==> src/hdl/ecf_pkg.sv <==
// Shared types, sizes and the control program of the Euler circuit finder.
package ecf_pkg;

	localparam int MAX_VERTICES = 8;
	localparam int PATH_DEPTH   = 37;
	localparam int SP_W         = $clog2(PATH_DEPTH + 1);
	localparam int ADDR_W       = $clog2(PATH_DEPTH);
	localparam int PC_W         = 4;
	localparam int CNT_W        = 4;

	typedef logic [2:0] vertex_t;
	typedef logic [MAX_VERTICES-1:0] row_t;

	typedef struct packed {
		logic [2:0] row_index;
		logic [7:0] row_bits;
		logic       last_row;
	} in_t;

	typedef struct packed {
		logic [2:0] vertex;
		logic       status;
		logic       last;
	} out_t;

	localparam logic [1:0] REG_VERTEX_COUNT = 2'd0;
	localparam logic [1:0] REG_START_VERTEX = 2'd1;

	typedef enum logic [3:0] {
		OP_NOP,
		OP_LOAD,
		OP_CHK_INIT,
		OP_CHK_STEP,
		OP_WALK_INIT,
		OP_WALK,
		OP_LOAD_TOP,
		OP_EMIT_RD,
		OP_EMIT_OUT,
		OP_FAIL
	} op_t;

	typedef enum logic [3:0] {
		C_NONE,
		C_ALWAYS,
		C_NO_START,
		C_ODD,
		C_I_LT_N,
		C_CAN_PUSH,
		C_SP_NZ,
		C_OUT_BUSY,
		C_K_LT_LEN
	} cond_t;

	typedef struct packed {
		op_t             op;
		cond_t           cond;
		logic [PC_W-1:0] target;
	} ctl_t;

	typedef struct packed {
		logic no_start;
		logic odd;
		logic i_lt_n;
		logic can_push;
		logic sp_nz;
		logic out_busy;
		logic k_lt_len;
	} stat_t;

	localparam logic [PC_W-1:0] S_IDLE      = PC_W'(0);
	localparam logic [PC_W-1:0] S_CHK_INIT  = PC_W'(1);
	localparam logic [PC_W-1:0] S_CHK_ROW   = PC_W'(2);
	localparam logic [PC_W-1:0] S_CHK_LOOP  = PC_W'(3);
	localparam logic [PC_W-1:0] S_WALK_INIT = PC_W'(4);
	localparam logic [PC_W-1:0] S_WALK      = PC_W'(5);
	localparam logic [PC_W-1:0] S_LOAD_TOP  = PC_W'(6);
	localparam logic [PC_W-1:0] S_EMIT_RD   = PC_W'(7);
	localparam logic [PC_W-1:0] S_EMIT_OUT  = PC_W'(8);
	localparam logic [PC_W-1:0] S_EMIT_LOOP = PC_W'(9);
	localparam logic [PC_W-1:0] S_DONE      = PC_W'(10);
	localparam logic [PC_W-1:0] S_FAIL      = PC_W'(11);
	localparam logic [PC_W-1:0] S_FAIL_DONE = PC_W'(12);

	function automatic ctl_t cw(input op_t o, input cond_t c, input logic [PC_W-1:0] t);
		ctl_t w;
		w.op     = o;
		w.cond   = c;
		w.target = t;
		return w;
	endfunction

	function automatic ctl_t ucode(input logic [PC_W-1:0] pc);
		ctl_t w;
		case (pc)
			S_IDLE:      w = cw(OP_LOAD,      C_NO_START, S_IDLE);
			S_CHK_INIT:  w = cw(OP_CHK_INIT,  C_NONE,     S_IDLE);
			S_CHK_ROW:   w = cw(OP_CHK_STEP,  C_ODD,      S_FAIL);
			S_CHK_LOOP:  w = cw(OP_NOP,       C_I_LT_N,   S_CHK_ROW);
			S_WALK_INIT: w = cw(OP_WALK_INIT, C_NONE,     S_IDLE);
			S_WALK:      w = cw(OP_WALK,      C_CAN_PUSH, S_WALK);
			S_LOAD_TOP:  w = cw(OP_LOAD_TOP,  C_SP_NZ,    S_WALK);
			S_EMIT_RD:   w = cw(OP_EMIT_RD,   C_NONE,     S_IDLE);
			S_EMIT_OUT:  w = cw(OP_EMIT_OUT,  C_OUT_BUSY, S_EMIT_OUT);
			S_EMIT_LOOP: w = cw(OP_NOP,       C_K_LT_LEN, S_EMIT_RD);
			S_DONE:      w = cw(OP_NOP,       C_ALWAYS,   S_IDLE);
			S_FAIL:      w = cw(OP_FAIL,      C_OUT_BUSY, S_FAIL);
			S_FAIL_DONE: w = cw(OP_NOP,       C_ALWAYS,   S_IDLE);
			default:     w = cw(OP_NOP,       C_ALWAYS,   S_IDLE);
		endcase
		return w;
	endfunction

endpackage

==> src/hdl/ecf_seq.sv <==
// Step counter and control store fetch with conditional jumps.
module ecf_seq import ecf_pkg::*; (
	input  logic  clk,
	input  logic  arst_n,
	input  stat_t stat,
	output ctl_t  ctl
);

	logic [PC_W-1:0] pc_q;
	logic            take;

	assign ctl = ucode(pc_q);

	always_comb begin
		case (ctl.cond)
			C_NONE:     take = 1'b0;
			C_ALWAYS:   take = 1'b1;
			C_NO_START: take = stat.no_start;
			C_ODD:      take = stat.odd;
			C_I_LT_N:   take = stat.i_lt_n;
			C_CAN_PUSH: take = stat.can_push;
			C_SP_NZ:    take = stat.sp_nz;
			C_OUT_BUSY: take = stat.out_busy;
			C_K_LT_LEN: take = stat.k_lt_len;
			default:    take = 1'b0;
		endcase
	end

	always_ff @(posedge clk or negedge arst_n) begin
		if (!arst_n) begin
			pc_q <= S_IDLE;
		end else if (take) begin
			pc_q <= ctl.target;
		end else begin
			pc_q <= pc_q + PC_W'(1);
		end
	end

endmodule

==> src/hdl/ecf_dp.sv <==
// Datapath: adjacency rows, walk stack, circuit store, counters and result register.
module ecf_dp import ecf_pkg::*; (
	input  logic       clk,
	input  logic       arst_n,
	input  logic       in_valid,
	output logic       in_ready,
	input  in_t        in_item,
	output logic       out_valid,
	input  logic       out_ready,
	output out_t       out_item,
	input  logic       cfg_valid,
	output logic       cfg_ready,
	input  logic [1:0] cfg_index,
	input  logic [3:0] cfg_data,
	input  ctl_t       ctl,
	output stat_t      stat
);

	logic [CNT_W-1:0] vcount_q;
	vertex_t          start_q;
	row_t             rows_q [MAX_VERTICES];
	logic [CNT_W-1:0] i_q;
	vertex_t          top_q;
	logic [SP_W-1:0]  sp_q;
	logic [SP_W-1:0]  push_q;
	logic [SP_W-1:0]  clen_q;
	logic [SP_W-1:0]  k_q;
	vertex_t          stk_mem [PATH_DEPTH];
	vertex_t          circ_mem [PATH_DEPTH];
	vertex_t          stk_rd_q;
	vertex_t          circ_rd_q;
	logic             out_valid_q;
	out_t             out_q;

	logic [CNT_W-1:0] n;
	row_t             mask;
	vertex_t          start_eff;
	row_t             rd_row;
	row_t             masked;
	vertex_t          x;
	logic             can_push;
	logic             in_fire;
	logic             out_busy;
	logic             out_load;
	logic [SP_W-1:0]  sp_m1;
	logic [SP_W-1:0]  sp_m2;
	logic [SP_W-1:0]  circ_ra;

	always_comb begin
		if (vcount_q == '0) begin
			n = CNT_W'(1);
		end else if (vcount_q > CNT_W'(MAX_VERTICES)) begin
			n = CNT_W'(MAX_VERTICES);
		end else begin
			n = vcount_q;
		end
		for (int j = 0; j < MAX_VERTICES; j++) begin
			mask[j] = (CNT_W'(j) < n);
		end
		start_eff = (CNT_W'(start_q) < n) ? start_q : '0;
	end

	always_comb begin
		rd_row = (ctl.op == OP_CHK_STEP) ? rows_q[i_q[2:0]] : rows_q[top_q];
		masked = (CNT_W'(top_q) < n || ctl.op == OP_CHK_STEP) ? (rd_row & mask) : '0;
		x = '0;
		for (int j = MAX_VERTICES - 1; j >= 0; j--) begin
			if (masked[j]) begin
				x = vertex_t'(j);
			end
		end
	end

	assign can_push = (masked != '0) && (push_q < SP_W'(PATH_DEPTH - 1));
	assign in_ready = (ctl.op == OP_LOAD);
	assign in_fire  = in_valid && in_ready;
	assign out_busy = out_valid_q && !out_ready;
	assign out_load = ((ctl.op == OP_EMIT_OUT) || (ctl.op == OP_FAIL)) && !out_busy;
	assign sp_m1    = sp_q - SP_W'(1);
	assign sp_m2    = sp_q - SP_W'(2);
	assign circ_ra  = clen_q - SP_W'(1) - k_q;

	assign cfg_ready = 1'b1;
	assign out_valid = out_valid_q;
	assign out_item  = out_q;

	always_comb begin
		stat.no_start = !(in_valid && in_item.last_row);
		stat.odd      = ^masked;
		stat.i_lt_n   = (i_q < n);
		stat.can_push = can_push;
		stat.sp_nz    = (sp_q != '0);
		stat.out_busy = out_busy;
		stat.k_lt_len = (k_q < clen_q);
	end

	always_ff @(posedge clk) begin
		if (in_fire && (int'(in_item.row_index) < MAX_VERTICES)) begin
			rows_q[in_item.row_index] <= in_item.row_bits[MAX_VERTICES-1:0];
		end
		if (ctl.op == OP_WALK && can_push) begin
			rows_q[top_q][x] <= 1'b0;
			rows_q[x][top_q] <= 1'b0;
		end
	end

	always_ff @(posedge clk) begin
		if (ctl.op == OP_WALK && can_push) begin
			stk_mem[sp_m1[ADDR_W-1:0]] <= top_q;
		end
		stk_rd_q <= stk_mem[sp_m2[ADDR_W-1:0]];
	end

	always_ff @(posedge clk) begin
		if (ctl.op == OP_WALK && !can_push) begin
			circ_mem[clen_q[ADDR_W-1:0]] <= top_q;
		end
		circ_rd_q <= circ_mem[circ_ra[ADDR_W-1:0]];
	end

	always_ff @(posedge clk or negedge arst_n) begin
		if (!arst_n) begin
			vcount_q <= CNT_W'(MAX_VERTICES);
			start_q  <= '0;
		end else if (cfg_valid && cfg_ready) begin
			case (cfg_index)
				REG_VERTEX_COUNT: vcount_q <= cfg_data;
				REG_START_VERTEX: start_q  <= cfg_data[2:0];
				default: ;
			endcase
		end
	end

	always_ff @(posedge clk or negedge arst_n) begin
		if (!arst_n) begin
			i_q         <= '0;
			top_q       <= '0;
			sp_q        <= '0;
			push_q      <= '0;
			clen_q      <= '0;
			k_q         <= '0;
			out_valid_q <= 1'b0;
			out_q       <= '0;
		end else begin
			if (out_load) begin
				out_valid_q <= 1'b1;
			end else if (out_ready) begin
				out_valid_q <= 1'b0;
			end
			case (ctl.op)
				OP_CHK_INIT: i_q <= '0;
				OP_CHK_STEP: i_q <= i_q + CNT_W'(1);
				OP_WALK_INIT: begin
					top_q  <= start_eff;
					sp_q   <= SP_W'(1);
					push_q <= '0;
					clen_q <= '0;
					k_q    <= '0;
				end
				OP_WALK: begin
					if (can_push) begin
						top_q  <= x;
						sp_q   <= sp_q + SP_W'(1);
						push_q <= push_q + SP_W'(1);
					end else begin
						sp_q   <= sp_m1;
						clen_q <= clen_q + SP_W'(1);
					end
				end
				OP_LOAD_TOP: top_q <= stk_rd_q;
				OP_EMIT_OUT: begin
					if (!out_busy) begin
						out_q.vertex <= circ_rd_q;
						out_q.status <= 1'b0;
						out_q.last   <= (k_q + SP_W'(1) == clen_q);
						k_q          <= k_q + SP_W'(1);
					end
				end
				OP_FAIL: begin
					if (!out_busy) begin
						out_q.vertex <= '0;
						out_q.status <= 1'b1;
						out_q.last   <= 1'b1;
						clen_q       <= '0;
						sp_q         <= '0;
					end
				end
				default: ;
			endcase
		end
	end

endmodule

==> src/hdl/euler_circuit_finder.sv <==
// Top level of the Euler circuit finder: sequencer plus datapath.
//
// channel  direction  handshake             payload
// in       in         in_valid/in_ready     in_item   (row_index, row_bits, last_row)
// out      out        out_valid/out_ready   out_item  (vertex, status, last)
// cfg      in         cfg_valid/cfg_ready   cfg_index, cfg_data
//
// A row without last_row is stored and the sequencer stays idle. A last row starts a run:
// the parity check over the vertices, the walk with its pushes and pops, then the
// emitting of the circuit vertex by vertex, all stepped by the control store.
// Reset clears the sequencer, counters and result register; rows start undefined.
// A stalled output holds the sequencer in its emit or fail step; no row is taken during a run.
module euler_circuit_finder import ecf_pkg::*; (
	input  logic       clk,
	input  logic       arst_n,
	input  logic       in_valid,
	output logic       in_ready,
	input  in_t        in_item,
	output logic       out_valid,
	input  logic       out_ready,
	output out_t       out_item,
	input  logic       cfg_valid,
	output logic       cfg_ready,
	input  logic [1:0] cfg_index,
	input  logic [3:0] cfg_data
);

	ctl_t  ctl;
	stat_t stat;

	ecf_seq u_seq (
		.clk    (clk),
		.arst_n (arst_n),
		.stat   (stat),
		.ctl    (ctl)
	);

	ecf_dp u_dp (
		.clk       (clk),
		.arst_n    (arst_n),
		.in_valid  (in_valid),
		.in_ready  (in_ready),
		.in_item   (in_item),
		.out_valid (out_valid),
		.out_ready (out_ready),
		.out_item  (out_item),
		.cfg_valid (cfg_valid),
		.cfg_ready (cfg_ready),
		.cfg_index (cfg_index),
		.cfg_data  (cfg_data),
		.ctl       (ctl),
		.stat      (stat)
	);

endmodule

==> config.mk <==
export PLATFORM = sky130hd
export DESIGN_NAME = euler_circuit_finder
export DESIGN_NICKNAME = d
export VERILOG_FILES = /design/src/hdl/ecf_pkg.sv /design/src/hdl/ecf_seq.sv /design/src/hdl/ecf_dp.sv /design/src/hdl/euler_circuit_finder.sv
export SDC_FILE = /design/constraint.sdc
export NUM_CORES = 1
export LEC_CHECK = 0
export ABC_CLOCK_PERIOD_IN_PS = 5600
export BUFFER_PORTS_ARGS = -buffer_cell sky130_fd_sc_hd__buf_2
export CAP_MARGIN = 20
export CORE_UTILIZATION = 45
export CTS_CLUSTER_DIAMETER = 50
export CTS_CLUSTER_SIZE = 20
export DETAILED_ROUTE_END_ITERATION = 8
export GPL_TIMING_DRIVEN = 0
export PLACE_DENSITY_LB_ADDON = 0.08
export SYNTH_ARGS = -nofsm -noshare
export SYNTH_HDL_FRONTEND = slang
export SYNTH_SLANG_ARGS = --single-unit
==> constraint.sdc <==
create_clock -name clk -period 5.6 [get_ports clk]
set_input_delay 0.84 -clock clk [delete_from_list [all_inputs] [get_ports clk]]
set_output_delay 0.84 -clock clk [all_outputs]
set_load 0.1 [all_outputs]
==> summary.md <==
| Metric | Value |
|---|---|
| Status | `finished clean` |
| Top-level I/O count | `31` |
| Ys async rst share | `0.141` |
| Die H | `slightly below 200 µm` |
| Peak Freq | `184 MHz` |
| Syn_nets | `1,378` |
| Commonest non-fill, non-tap cells in the layout | `edfxtp_1 (222), nor2_1 (130), nand2_1 (97)` |
| Clk Tree Root Cell | `clkbuf_16` |
| Clock H-tree levels | `2` |
| Util after Layout | `0.518` |
| Largest net degree at the start of global routing | `79` |
| Worst Slack Setup Final | `about 0.16 ns` |
| RSZ-0062 raised after global routing | `true` |
| Average vias per placed instance | `6.09` |
| Mapped cell area | `16,600 µm²` |
| GRT Util Overall | `0.239` |
| Part of the power in the clock network | `0.211` |
| CTS tree | `built` |
| CP arrival | `5.66 ns` |
| Num CTS Buffers | `39` |
| P_sw | `approximately 5.3 mW` |
| Vias | `11,500` |
| Core Area | `36,500 µm²` |
| Synth Flop Type | `edfxtp_1` |
| Die area | `37,800 µm²` |
| Startpoint types | `flop` |
| Critical Path End Type | `flop` |
| Clock Sinks | `340` |
| Initial antenna violation count | `0` |
| Sw frac | `0.429` |
| Maximum vdd drop | `0.000325 V` |
| Clock Skew | `0.0157 ns` |
| Antenna-violating nets left | `0` |
| Number of max-cap violations | `0` |
| Hold Fails Final Rpt | `0` |
| Number of global-route vias before repair | `11,100` |
| Cells after synthesis | `1,316` |
| IO buf count | `28` |
| First-pass GRT wire length | `roughly 68,000 µm` |
| Power Density | `653 nW/µm²` |
| Synth warnings | `0` |
| Register area share after synthesis | `0.557` |
| CTS clk-pin slew, worst paths | `around 0.07 ns` |
| Final min period | `between 5 and 6 ns` |
| Detail Placement HPWL | `a little over 30,000 µm` |
| CTS max path bufs | `3` |
| Drt initial violations | `963` |
| Avg Cell Area, Syn | `between 10 and 15 µm²` |
| Ant diodes | `0` |
| Post-synth EDFFs | `222` |
| Final slew viol count | `0` |
| Comb power frac | `0.489` |
| Worst-margin pin slew | `1.16 ns` |
| Final setup violation count | `0` |
| DRT Pass-1 Iters | `7` |
| GRT overflow | `0` |
| Placed Area | `17,500 µm²` |
| P_int | `slightly above 7 mW` |
| Post-Place Cells | `1,817` |
| Register bit total from synthesis | `340` |
| Worst setup path class | `reg2reg` |
| Worst-path maximum fanout | `17` |
| Per-cell routed wire length | `around 24 µm` |
| Path type of the worst min-delay path | `in2async` |
| Max_slew headroom | `0.229` |
| Chip width | `194 µm` |
| Seq pwr share | `0.300` |
| Leak | `6.68 nW` |
| Rows | `70` |
| Commonest non-fill, non-tap cell in the layout | `edfxtp_1` |
| Required time of the critical path | `5.82 ns` |
| Synth-to-layout area growth | `13.7%` |
| Final period util | `0.971` |
| Fraction of layout cells with a size suffix above 1 | `0.196` |
| Cell variety after synth | `approximately 80` |
| Post-layout instance count excluding filler cells | `1,885` |
| DRC violations left | `0` |
| Placer's final routability congestion estimate | `0.889` |
| Post-place setup slack | `-0.886 ns` |
| NumNets Final | `roughly 1,400` |
| Initial Util | `0.456` |
| Post-route cell area | `18,900 µm²` |
| WL final | `44,700 µm` |
| Clk_lat worst skew | `approximately 0.55 ns` |
## registers in the layout, summed over array words and instances (netlist names)
signal / count
u_dp.start_q: 3
u_dp.vcount_q: 4
u_dp.out_valid: 1
u_dp.stk_mem: 111
u_dp.push_q: 6
u_dp.rows_q: 64
u_dp.out_item: 5
u_dp.circ_rd_q: 3
u_dp.stk_rd_q: 3
u_dp.k_q: 6
u_dp.sp_q: 6
u_dp.circ_mem: 111
u_seq.pc_q: 4
u_dp.i_q: 4
u_dp.clen_q: 6
u_dp.top_q: 3
## area by class of cell
type	instances	area, µm²
Inverter	33	124
Sequential cell	340	9280
Timing Repair Buffer	36	241
Clock inverter	30	297
Buffer	66	310
Multi-Input combinational cell	871	7050
Tap cell	468	586
Fill cell	3141	17600
Clock buffer	41	1030
## through the flow
stage / hold WS, ns / setup TNS, ns / power [mW]
2_1_floorplan: 0.427 / 0 / 7.80
3_3_place_gp: 0.435 / -427.89 / 9.50
3_5_place_dp: 0.441 / -65.40 / 9.60
4_1_cts: 0.181 / 0 / 12.3
5_1_grt: 0.202 / -0.718 / 13.0
6_report: 0.193 / 0 / 12.4
## metal layers
metal,wire length (µm),track usage
met1,20100,0.348
met3,2860,0.0404
met5,0,0
met2,20600,0.367
met4,1160,0.0752
## path summary, 6_finish.rpt
path,cells past startpoint,from,end,slack (ns)
setup / recovery,16,u_dp.top_q[0],u_dp.stk_mem[30][0],0.16
hold / removal,1,arst_n,u_dp.clen_q[2],0.19
setup reg to reg,16,u_dp.top_q[0],u_dp.stk_mem[30][0],0.16
hold reg to reg,2,u_dp.circ_rd_q[1],u_dp.out_item[3],0.45
max in group asynchronous,2,arst_n,u_dp.vcount_q[3],4.82
min in group clk,2,u_dp.circ_rd_q[1],u_dp.out_item[3],0.45
## synthesized netlist by cell type (8+ instances only)
library cell / n / share of area
edfxtp_1: 222 / 0.40
nor2_1: 137 / 0.031
nand2_1: 97 / 0.022
mux4_2: 85 / 0.12
a21oi_1: 73 / 0.022
dfxtp_1: 70 / 0.084
o21ai_0: 70 / 0.021
dfrtp_1: 47 / 0.071
clkbuf_1: 44 / 0.0099
ha_1: 38 / 0.029
mux2i_1: 34 / 0.020
inv_1: 33 / 0.0074
nand3_1: 29 / 0.0087
a221oi_1: 27 / 0.014
xnor2_1: 25 / 0.013
a22oi_1: 23 / 0.010
nor2b_1: 21 / 0.0079
nor3_1: 19 / 0.0057
mux2_2: 18 / 0.012
a31oi_1: 16 / 0.0060
nand4_1: 12 / 0.0045
buf_2: 11 / 0.0033
a211oi_1: 10 / 0.0045
a21o_1: 9 / 0.0041
buf_1: 9 / 0.0020
nand2b_1: 9 / 0.0034
xor2_1: 8 / 0.0042
## power by group through the flow
stage	sequential [mW]	clock [mW]	combinational, mW
after CTS	3.72	2.65	5.93
after global placement	3.87	0	5.62
final	3.70	2.61	6.04
after global routing	3.76	2.75	6.51
after detailed placement	3.76	0	5.84
after floorplan	3.77	0	4.03
## critical path, stage by stage, from the launching register on
cell	delay, ns
dfrtp_4	0.60
buf_6	0.19
buf_2	0.30
buf_2	0.33
buf_4	0.32
mux4_2	0.27
mux2i_1	0.07
a21oi_1	0.34
o2111ai_1	0.22
ha_1	0.34
nand4_1	0.18
nand3_1	0.32
buf_2	0.37
buf_2	0.30
nor2_1	0.29
nand3_1	0.32
nor2_1	0.34
## cells by family after synthesis
family | share of synthesized area
compound gates | 0.119
buf+inv | 0.0268
xor+xnor | 0.0174
other cells | 0.000225
fa+ha+maj | 0.0298
flops | 0.557
mux | 0.148
simple gates | 0.102
## timing repair
item / 4_1_cts / 5_1_grt
hold buffers: 0 / 0
buffers inserted: 2 / 1
gates resized for setup: 21 / 19
setup endpoints to repair: 178 / 153
No activity file was read; power rests on OpenSTA's default activity.
